`src/hw/rtl/utf16le_byte_decoder_macros.svh`:
```
// Assertion helpers shared by the RTL.
`ifndef UTF16LE_BYTE_DECODER_MACROS_SVH
`define UTF16LE_BYTE_DECODER_MACROS_SVH

// Same-cycle implication, disabled while reset is low.
`define U16D_ASSERT_NOW(label, clk, rst_n, ante, cons, msg) \
    label: assert property (@(posedge clk) disable iff (!rst_n) (ante) |-> (cons)) \
        else $error(msg);

// Next-cycle implication, disabled while reset is low.
`define U16D_ASSERT_NEXT(label, clk, rst_n, ante, cons, msg) \
    label: assert property (@(posedge clk) disable iff (!rst_n) (ante) |=> (cons)) \
        else $error(msg);

`endif

```
`src/hw/rtl/u16d_pkg.sv`:
```
package u16d_pkg;

    // Decoder phase
    typedef enum logic [1:0] {
        PH_FIRST     = 2'd0,   // low byte of a unit
        PH_SECOND    = 2'd1,   // high byte of a unit
        PH_LO_FIRST  = 2'd2,   // low byte of the unit after a high surrogate
        PH_LO_SECOND = 2'd3    // high byte of the unit after a high surrogate
    } t_phase;

    localparam int BYTE_W = 8;
    localparam int UNIT_W = 16;
    localparam int CP_W   = 21;

    localparam logic [UNIT_W-1:0] HI_SUR_FIRST = 16'hD800;
    localparam logic [UNIT_W-1:0] HI_SUR_LAST  = 16'hDBFF;
    localparam logic [UNIT_W-1:0] LO_SUR_FIRST = 16'hDC00;
    localparam logic [UNIT_W-1:0] LO_SUR_LAST  = 16'hDFFF;
    localparam logic [UNIT_W-1:0] CR_UNIT      = 16'h000D;
    localparam logic [CP_W-1:0]   SUPP_BASE    = 21'h010000;
    localparam logic [CP_W-1:0]   CP_MAX       = 21'h10FFFF;

    // Register index (paddr[2])
    localparam logic REG_DELETE_CR = 1'b0;

endpackage

```
`src/hw/rtl/utf16le_byte_decoder.sv`:
```
// Channel  | Handshake                | Payload          | Dir
// ---------+--------------------------+------------------+----
// in       | i_in_valid / o_in_ready  | i_in_byte[7:0]   | in
// out      | o_out_valid / i_out_ready| o_code_point[20:0]| out
// config   | psel/penable/pwrite      | paddr, pwdata    | in
//
// One byte accepted per cycle when the output side keeps up.
// A byte passes through the input register, then is decoded into the result register.
// A byte waits in the input register while a held result is not taken.
// i_rst_n (synchronous, active low) returns the decoder to the first-byte phase.
`include "utf16le_byte_decoder_macros.svh"

module utf16le_byte_decoder (
    input  logic        i_clk,
    input  logic        i_rst_n,
    // byte input
    input  logic        i_in_valid,
    output logic        o_in_ready,
    input  logic [7:0]  i_in_byte,
    // code point output
    output logic        o_out_valid,
    input  logic        i_out_ready,
    output logic [20:0] o_code_point,
    // register port
    input  logic        psel,
    input  logic        penable,
    input  logic        pwrite,
    input  logic [2:0]  paddr,
    input  logic [31:0] pwdata,
    output logic [31:0] prdata,
    output logic        pready
);

    logic                r_delete_cr;
    logic                r_in_valid;
    logic [7:0]          r_in_byte;
    u16d_pkg::t_phase    r_phase;
    u16d_pkg::t_phase    n_phase;
    logic [15:0]         r_first_unit;
    logic [15:0]         n_first_unit;
    logic [7:0]          r_second_unit_low;
    logic                r_out_valid;
    logic [20:0]         r_code_point;
    logic [20:0]         n_code_point;
    logic [15:0]         w_unit;
    logic [15:0]         w_lo_unit;
    logic                w_emit;
    logic                w_adv_ok;
    logic                w_consume;
    logic                w_out_load;
    logic                w_cfg_wr;

    // Register port
    assign pready   = 1'b1;
    assign w_cfg_wr = psel && penable && pwrite && pready;
    assign prdata   = (paddr[2] == u16d_pkg::REG_DELETE_CR) ? {31'd0, r_delete_cr} : 32'd0;

    always_ff @(posedge i_clk) begin
        if (!i_rst_n) begin
            r_delete_cr <= 1'b0;
        end else if (w_cfg_wr && paddr[2] == u16d_pkg::REG_DELETE_CR) begin
            r_delete_cr <= pwdata[0];
        end
    end

    // Handshake: stage 1 moves when the result register is free or draining
    assign w_adv_ok   = !r_out_valid || i_out_ready;
    assign w_consume  = r_in_valid && w_adv_ok;
    assign w_out_load = w_consume && w_emit;
    assign o_in_ready = !r_in_valid || w_adv_ok;

    // Input register
    always_ff @(posedge i_clk) begin
        if (!i_rst_n) begin
            r_in_valid <= 1'b0;
        end else if (o_in_ready) begin
            r_in_valid <= i_in_valid;
        end
    end

    always_ff @(posedge i_clk) begin
        if (o_in_ready && i_in_valid) begin
            r_in_byte <= i_in_byte;
        end
    end

    // Assembled units
    assign w_unit    = {r_in_byte, r_first_unit[7:0]};
    assign w_lo_unit = {r_in_byte, r_second_unit_low};

    // Phase logic and decode
    always_comb begin
        n_phase      = r_phase;
        n_first_unit = r_first_unit;
        n_code_point = {5'd0, w_unit};
        w_emit       = 1'b0;
        case (r_phase)
            u16d_pkg::PH_FIRST: begin
                n_first_unit = {8'd0, r_in_byte};
                n_phase      = u16d_pkg::PH_SECOND;
            end
            u16d_pkg::PH_SECOND: begin
                n_first_unit = w_unit;
                if (r_delete_cr && w_unit == u16d_pkg::CR_UNIT) begin
                    n_phase = u16d_pkg::PH_FIRST;
                end else if (w_unit inside {[u16d_pkg::HI_SUR_FIRST:u16d_pkg::HI_SUR_LAST]}) begin
                    n_phase = u16d_pkg::PH_LO_FIRST;
                end else begin
                    n_phase = u16d_pkg::PH_FIRST;
                    w_emit  = 1'b1;
                end
            end
            u16d_pkg::PH_LO_FIRST: begin
                n_phase = u16d_pkg::PH_LO_SECOND;
            end
            u16d_pkg::PH_LO_SECOND: begin
                // held unit is a high surrogate: its low 10 bits are the offset
                n_phase      = u16d_pkg::PH_FIRST;
                n_code_point = u16d_pkg::SUPP_BASE
                             + {1'b0, r_first_unit[9:0], w_lo_unit[9:0]};
                w_emit       = w_lo_unit inside
                               {[u16d_pkg::LO_SUR_FIRST:u16d_pkg::LO_SUR_LAST]};
            end
            default: begin
                n_phase = u16d_pkg::PH_FIRST;
            end
        endcase
    end

    // Phase register
    always_ff @(posedge i_clk) begin
        if (!i_rst_n) begin
            r_phase <= u16d_pkg::PH_FIRST;
        end else if (w_consume) begin
            r_phase <= n_phase;
        end
    end

    // Unit storage
    always_ff @(posedge i_clk) begin
        if (!i_rst_n) begin
            r_first_unit      <= 16'd0;
            r_second_unit_low <= 8'd0;
        end else if (w_consume) begin
            r_first_unit <= n_first_unit;
            if (r_phase == u16d_pkg::PH_LO_FIRST) begin
                r_second_unit_low <= r_in_byte;
            end
        end
    end

    // Result register
    always_ff @(posedge i_clk) begin
        if (!i_rst_n) begin
            r_out_valid <= 1'b0;
        end else if (w_out_load) begin
            r_out_valid <= 1'b1;
        end else if (i_out_ready) begin
            r_out_valid <= 1'b0;
        end
    end

    always_ff @(posedge i_clk) begin
        if (w_out_load) begin
            r_code_point <= n_code_point;
        end
    end

    assign o_out_valid  = r_out_valid;
    assign o_code_point = r_code_point;

    // Checks
    `U16D_ASSERT_NOW(a_emit_on_second_byte, i_clk, i_rst_n, w_out_load, (r_phase == u16d_pkg::PH_SECOND || r_phase == u16d_pkg::PH_LO_SECOND), "result loaded outside a second-byte phase")
    `U16D_ASSERT_NOW(a_pair_is_supplementary, i_clk, i_rst_n, (w_out_load && r_phase == u16d_pkg::PH_LO_SECOND), (n_code_point >= u16d_pkg::SUPP_BASE && n_code_point <= u16d_pkg::CP_MAX), "surrogate pair decoded outside supplementary range")
    `U16D_ASSERT_NOW(a_bmp_is_not_high_sur, i_clk, i_rst_n, (w_out_load && r_phase == u16d_pkg::PH_SECOND), (n_code_point[15:10] != 6'b110110), "high surrogate given out as a code point")
    `U16D_ASSERT_NEXT(a_stage_holds, i_clk, i_rst_n, (r_in_valid && !w_adv_ok), (r_in_valid && $stable(r_in_byte)), "stalled byte lost from input register")

endmodule
```
`config.mk`:
```
export PLATFORM = sky130hd
export DESIGN_NAME = utf16le_byte_decoder
export DESIGN_NICKNAME = d
export VERILOG_FILES = /design/src/hw/rtl/u16d_pkg.sv /design/src/hw/rtl/utf16le_byte_decoder.sv
export VERILOG_INCLUDE_DIRS = /design/src /design/src/hw/rtl
export SDC_FILE = /design/constraint.sdc
export NUM_CORES = 1
export LEC_CHECK = 0
export BUFFER_PORTS_ARGS = -buffer_cell sky130_fd_sc_hd__buf_2
export CELL_PAD_IN_SITES_DETAIL_PLACEMENT = 0
export CELL_PAD_IN_SITES_GLOBAL_PLACEMENT = 1
export CORE_ASPECT_RATIO = 0.8
export CORE_MARGIN = 5
export CORE_UTILIZATION = 38
export CTS_CLUSTER_DIAMETER = 50
export DETAILED_ROUTE_END_ITERATION = 8
export PLACE_DENSITY_LB_ADDON = 0.15
export SLEW_MARGIN = 30
export SYNTH_ARGS = -nofsm -noshare
export SYNTH_HDL_FRONTEND = slang
export SYNTH_SLANG_ARGS = --single-unit
```
`constraint.sdc`:
```
create_clock -name i_clk -period 4.89 [get_ports i_clk]
set_input_delay 0.489 -clock i_clk [delete_from_list [all_inputs] [get_ports i_clk]]
set_output_delay 0.489 -clock i_clk [all_outputs]
set_load 0.01 [all_outputs]
```
# [Yosys cells after proc, flatten, opt, wreduce, memory -nomap -nowiden]
# Cells that the tools add are included.
[totals] regBits=52 inputBits=50 out_inout_bits=56 elab_cells=51
[classes] add_sub_neg=1 order_cmp=4 eq_ne=4 muxes=11 bitwise_logic=2 n_reduce_logical=19
[ops] op="16-bit >= comparator (second input constant)" n=2
[ops] op="16-bit <= comparator (second input constant)" n=2
[ops] op="17-bit by 20-bit adder with 21-bit output (first input constant)" n=1
[ops] op="10-bit one-hot mux with 2 select lines" n=1
[ops] op="16-bit by 4-bit equality test with 1-bit output (second input constant)" n=1
[ops] op="16-bit 2-to-1 mux" n=1
[ops] op="1-bit logical AND" n=9
[ops] op="2-bit one-hot mux with 4 select lines" n=1
[ops] op="1-bit 2-to-1 mux" n=5
[ops] op="2-bit equality test (second input constant)" n=2
[ops] op="2-bit 2-to-1 mux" n=2
[ops] op="2-bit AND reduction" n=2
[ops] op="2-bit nonzero test" n=2
[ops] op="3-bit AND reduction" n=1
[ops] op="2-bit by 1-bit equality test with 1-bit output (second input constant)" n=1
[ops] op="1-bit logical NOT" n=2
[ops] op="2-bit logical NOT" n=1
[ops] op="1-bit logical OR" n=2
[ops] op="1-bit inverter" n=2
[ops] op="1-bit one-hot mux with 2 select lines" n=1

# [Logic depth before layout (Yosys ltp)]
[depth] ltp_word=7 ltp_mapped=6 mapped_depth_nobuf=6

# [Worst setup path after synthesis]
# OpenSTA, ideal clock, no wires.
[synth_path] path_type="register to register" start="register with a tool-made name" end="register r_code_point[0] (netlist: o_code_point[0]) (enable)" arrival_time_ns=2.136 slack_ns=2.348 path_stages_with_launch=5 n_path_buf=1 period_less_slack_ns=2.542 cell_sequence="dfxtp_1 > buf_12 > nand2_4 > or4b_1 > a21oi_1"
[synth_rtl] item="end signal, assigned" line="utf16le_byte_decoder.sv:165" source="r_code_point <= n_code_point;"
[synth_rtl] item="end, declared" line="utf16le_byte_decoder.sv:43" source="logic [20:0] r_code_point;"

# [Worst setup path in the final report]
[layout_path] start="register r_phase[0]" end="register r_code_point[5] (netlist: o_code_point[5]) (enable)"
[layout_via] elab_chain_cells=3 word_cells_on_any_way=4
[layout_rtl] item="start, declared" line="utf16le_byte_decoder.sv:37" source="u16d_pkg::t_phase r_phase;"
[layout_rtl] item="start signal, assigned" line="utf16le_byte_decoder.sv:133" source="r_phase <= u16d_pkg::PH_FIRST;"
[layout_rtl] item="start signal, assigned" line="utf16le_byte_decoder.sv:135" source="r_phase <= n_phase;"
[layout_rtl] item="2-bit equality test or 2-bit by 1-bit equality test with 1-bit output (tied branches)" line="utf16le_byte_decoder.sv:97" source="case (r_phase)"
[layout_rtl] item="1-bit one-hot mux with 2 select lines *" line="utf16le_byte_decoder.sv:97"
[layout_rtl] item="1-bit logical AND *" line="utf16le_byte_decoder.sv:69" source="assign w_out_load = w_consume && w_emit;"
[layout_rtl] item="named net w_out_load" line="utf16le_byte_decoder.sv:50" source="logic w_out_load;"
# The timed path passes the listed nets; every way through them passes the cells marked *.
# A chain may end at the register's enable or synchronous reset.

==> impl_results.md <==
- Status: completed
- FFs w/ async S/R, synth: 0%
- Post-placement cell count: 306
- I/O Buffers: 40
- Core ar.: 5970 sq um
- Hold EP: r_in_byte[7]
- NetSw: 0.191 mW
- RSZ-0062 raised after global routing: false
- Sequential share of power: 58.5%
- Share of cells above drive strength 1: 29.2%
- CP max-delay cell: dfxtp_1
- Power Internal: 0.648 mW
- Gate power share: 5.8%
- Delay-heaviest family, CP: simple AND/OR/NAND/NOR gates
- Cts-stage hold buffer count: 0
- Antenna-violating nets left: 0
- Ys flop type: edfxtp_1
- Leak pwr: 1.13 nW
- Die height: 80.7 microns
- #FFs+latches synth: 52
- Final worst slack: 2.67 ns
- Router iterations before antenna repair: 4
- First-pass GRT wire length: 6560 microns
- Share of power burned in the clock network: 35.6%
- Synth warn: 0
- TritonCTS clock tree: done
- Reg clk slew, reported paths: 0.09 ns
- Startpoint Class: flip-flop
- Vias in the first global route: 1273
- Fin crit share: 45.4%
- Clock Skew: 0.00861 ns
- Initial Util: 39.7%
- Synth unique cells: 37
- Fin nets: 284
- Crit path DAT: 2.21 ns
- # IOs: 106
- Worst Hold Slack: 0.357 ns
- Initial antenna violation count: 0
- Place WS: 2.68 ns
- FP Rows: 25
- Synthesized area per cell: 12.4 sq um
- Area delta synth->final: 10.1%
- CP Data Required Time: 4.88 ns
- Area occupied by multi-input gates: 843 sq um
- Peak VDD IR: 0.133 mV
- Reg-to-reg slack, setup: 2.67 ns
- Largest net degree at the start of global routing: 24
- Die width: 98.4 microns
- FF+latch area: 1330 sq um
- Post-DP HPWL: 2940 microns
- CTS Root Buffer Type: clkbuf_8
- Count of final hold-check violations: 0
- Max-slew violation count: 0
- Crit path buffers/inverters: 1
- Final WL: 4200 microns
- CP cell instances: nand2_4 > or4b_1 > a21oi_2 > buf_4
- Power per cell area: 321 nW/um^2
- FF-to-FF path depth: 4
- Max-cap violations: 0
- FF-to-FF End: o_code_point[5]
- Post-synth EDFFs: 29
- CP max FO: 21
- Drt wl/cell: 13.4 microns
- Final setup vio count: 0
- Post-Route Utilization: 43.7%
- TNS Setup: 0 ns
- Fmax achieved: 450 MHz
- Worst hold start: i_in_byte[7]
- Hold depth: 1
- Nature of the critical path endpoint: flip-flop
- Total gr overflow: 0
- Worst hold-check path type: in -> reg
- Critical path origin: r_phase[0]
- Via-to-Cell Ratio: 4.35
- Fill count: 572
- Clk buf depth: 2
- CTS sink cnt: 52
- Post-Syn Area: 2370 sq um
- Total number of H-tree levels: 2
- Total number of vias: 1366
- Antenna cells: 0
- Synth Instances: 192
- Global Route Usage Sum: 10.7%
- Crit path kind: reg -> reg
- Worst Tran Pin Value: 0.760 ns
- Sw frac: 22.8%
- Routability cong.: 0.708
- Initial detailed-routing violation count: 58
- Post-CTS Setup Bufs: 0
- Crit-path max cell delay: 0.61 ns
- Finished Layout Cells: 314
- Clock latency on the worst-skew pair: 0.30 ns
- TritonCTS Buffers: 5
- Post-layout min period: 2.22 ns
- Die ar.: 7940 sq um
- Share of the yosys chip area belonging to registers: 56.1%
- RR Startpoint: r_phase[0]
- Post-cts resize count: 0
- DRC Markers: 0
- Worst slew margin: 49.0%
==> per-stage QoR <==
stage,power [mW],area (sq um)
after detailed placement,0.550,2500
after floorplan,0.552,2490
after global routing,0.875,2610
final,0.839,2610
after global placement,0.550,2500
after CTS,0.846,2610
==> cell type report <==
class / instances / share of cell area [%]
well taps: 81 / 3.88
flip-flops and latches: 52 / 50.9
clock buffers: 5 / 2.63
clock inverters: 3 / 1.77
repair buffers: 41 / 7.95
multi-input cells: 128 / 32.3
inverters: 4 / 0.574
==> cells in the mapped netlist (3+ instances only) <==
| master | number | share of area (%) |
|---|---|---|
| mux2_2 | 14 | 6.6 |
| mux2i_1 | 17 | 7.2 |
| nor2_1 | 23 | 3.6 |
| nand4b_1 | 3 | 1.1 |
| edfxtp_1 | 29 | 37 |
| dfxtp_1 | 23 | 19 |
| buf_4 | 33 | 10 |
| a21oi_1 | 6 | 1.3 |
| nand2_1 | 3 | 0.47 |
| nand3_1 | 5 | 1.1 |
| inv_1 | 3 | 0.47 |
==> layout by cell type, fill, tap and decap left out, types with 2 or more instances in the layout <==
cell       n
edfxtp_1  29
inv_1      3
mux2i_1   17
o21ai_0    2
mux2_2    14
buf_2     40
dfxtp_1   23
xor2_1     2
ha_1       2
nor2_1    23
nand2_1    3
or3_1      2
nand3_1    5
a21oi_1    5
conb_1    32
nand4_1    2
clkbuf_8   5
nor4bb_1   2
nand4b_1   3
==> worst max path at each step <==
stage	end	slack [ns]	depth (start not counted)
finish	o_code_point[5]	2.67	4
global route	o_code_point[17]	2.58	4
CTS	o_code_point[5]	2.65	4
detailed placement	o_code_point[5]	2.68	4
global placement	o_code_point[5]	2.69	4
floorplan	o_code_point[0]	2.35	4
==> cell families (layout without fill, tap and decap cells) <==
group,Yosys count,after routing,share of synthesized area (%)
compound gates,9,9,2.06
xor+xnor,3,3,1.11
fa+ha+maj,2,2,1.05
buf+inv,42,53,13.3
flops,52,52,56.1
mux,31,31,13.8
other cells,2,32,0.316
simple gates,51,51,12.3
==> state kept, by name (all words and copies together), names as in the netlist, named ones only <==
| signal | count |
|---|---|
| o_code_point | 21 |
| r_first_unit | 10 |
| r_in_valid | 1 |
| r_delete_cr | 1 |
| r_phase | 1 |
| o_out_valid | 1 |
| r_in_byte | 8 |
| r_second_unit_low | 8 |
==> power by group through the flow <==
| stage | Combinational [mW] | Clock [mW] | Sequential, mW |
|---|---|---|---|
| floorplan | 0.0602 | 0 | 0.492 |
| global placement | 0.0485 | 0 | 0.501 |
| detailed placement | 0.0485 | 0 | 0.501 |
| CTS | 0.0488 | 0.306 | 0.491 |
| global route | 0.0553 | 0.326 | 0.494 |
| finish | 0.0489 | 0.299 | 0.491 |
==> metal layers <==
layer	wire, microns	global-route usage [%]
met2	1780	15.0
met3	268	3.21
met1	2140	15.6
met5	0	0
met4	19	3.27
No activity file was read; power rests on OpenSTA's default activity.
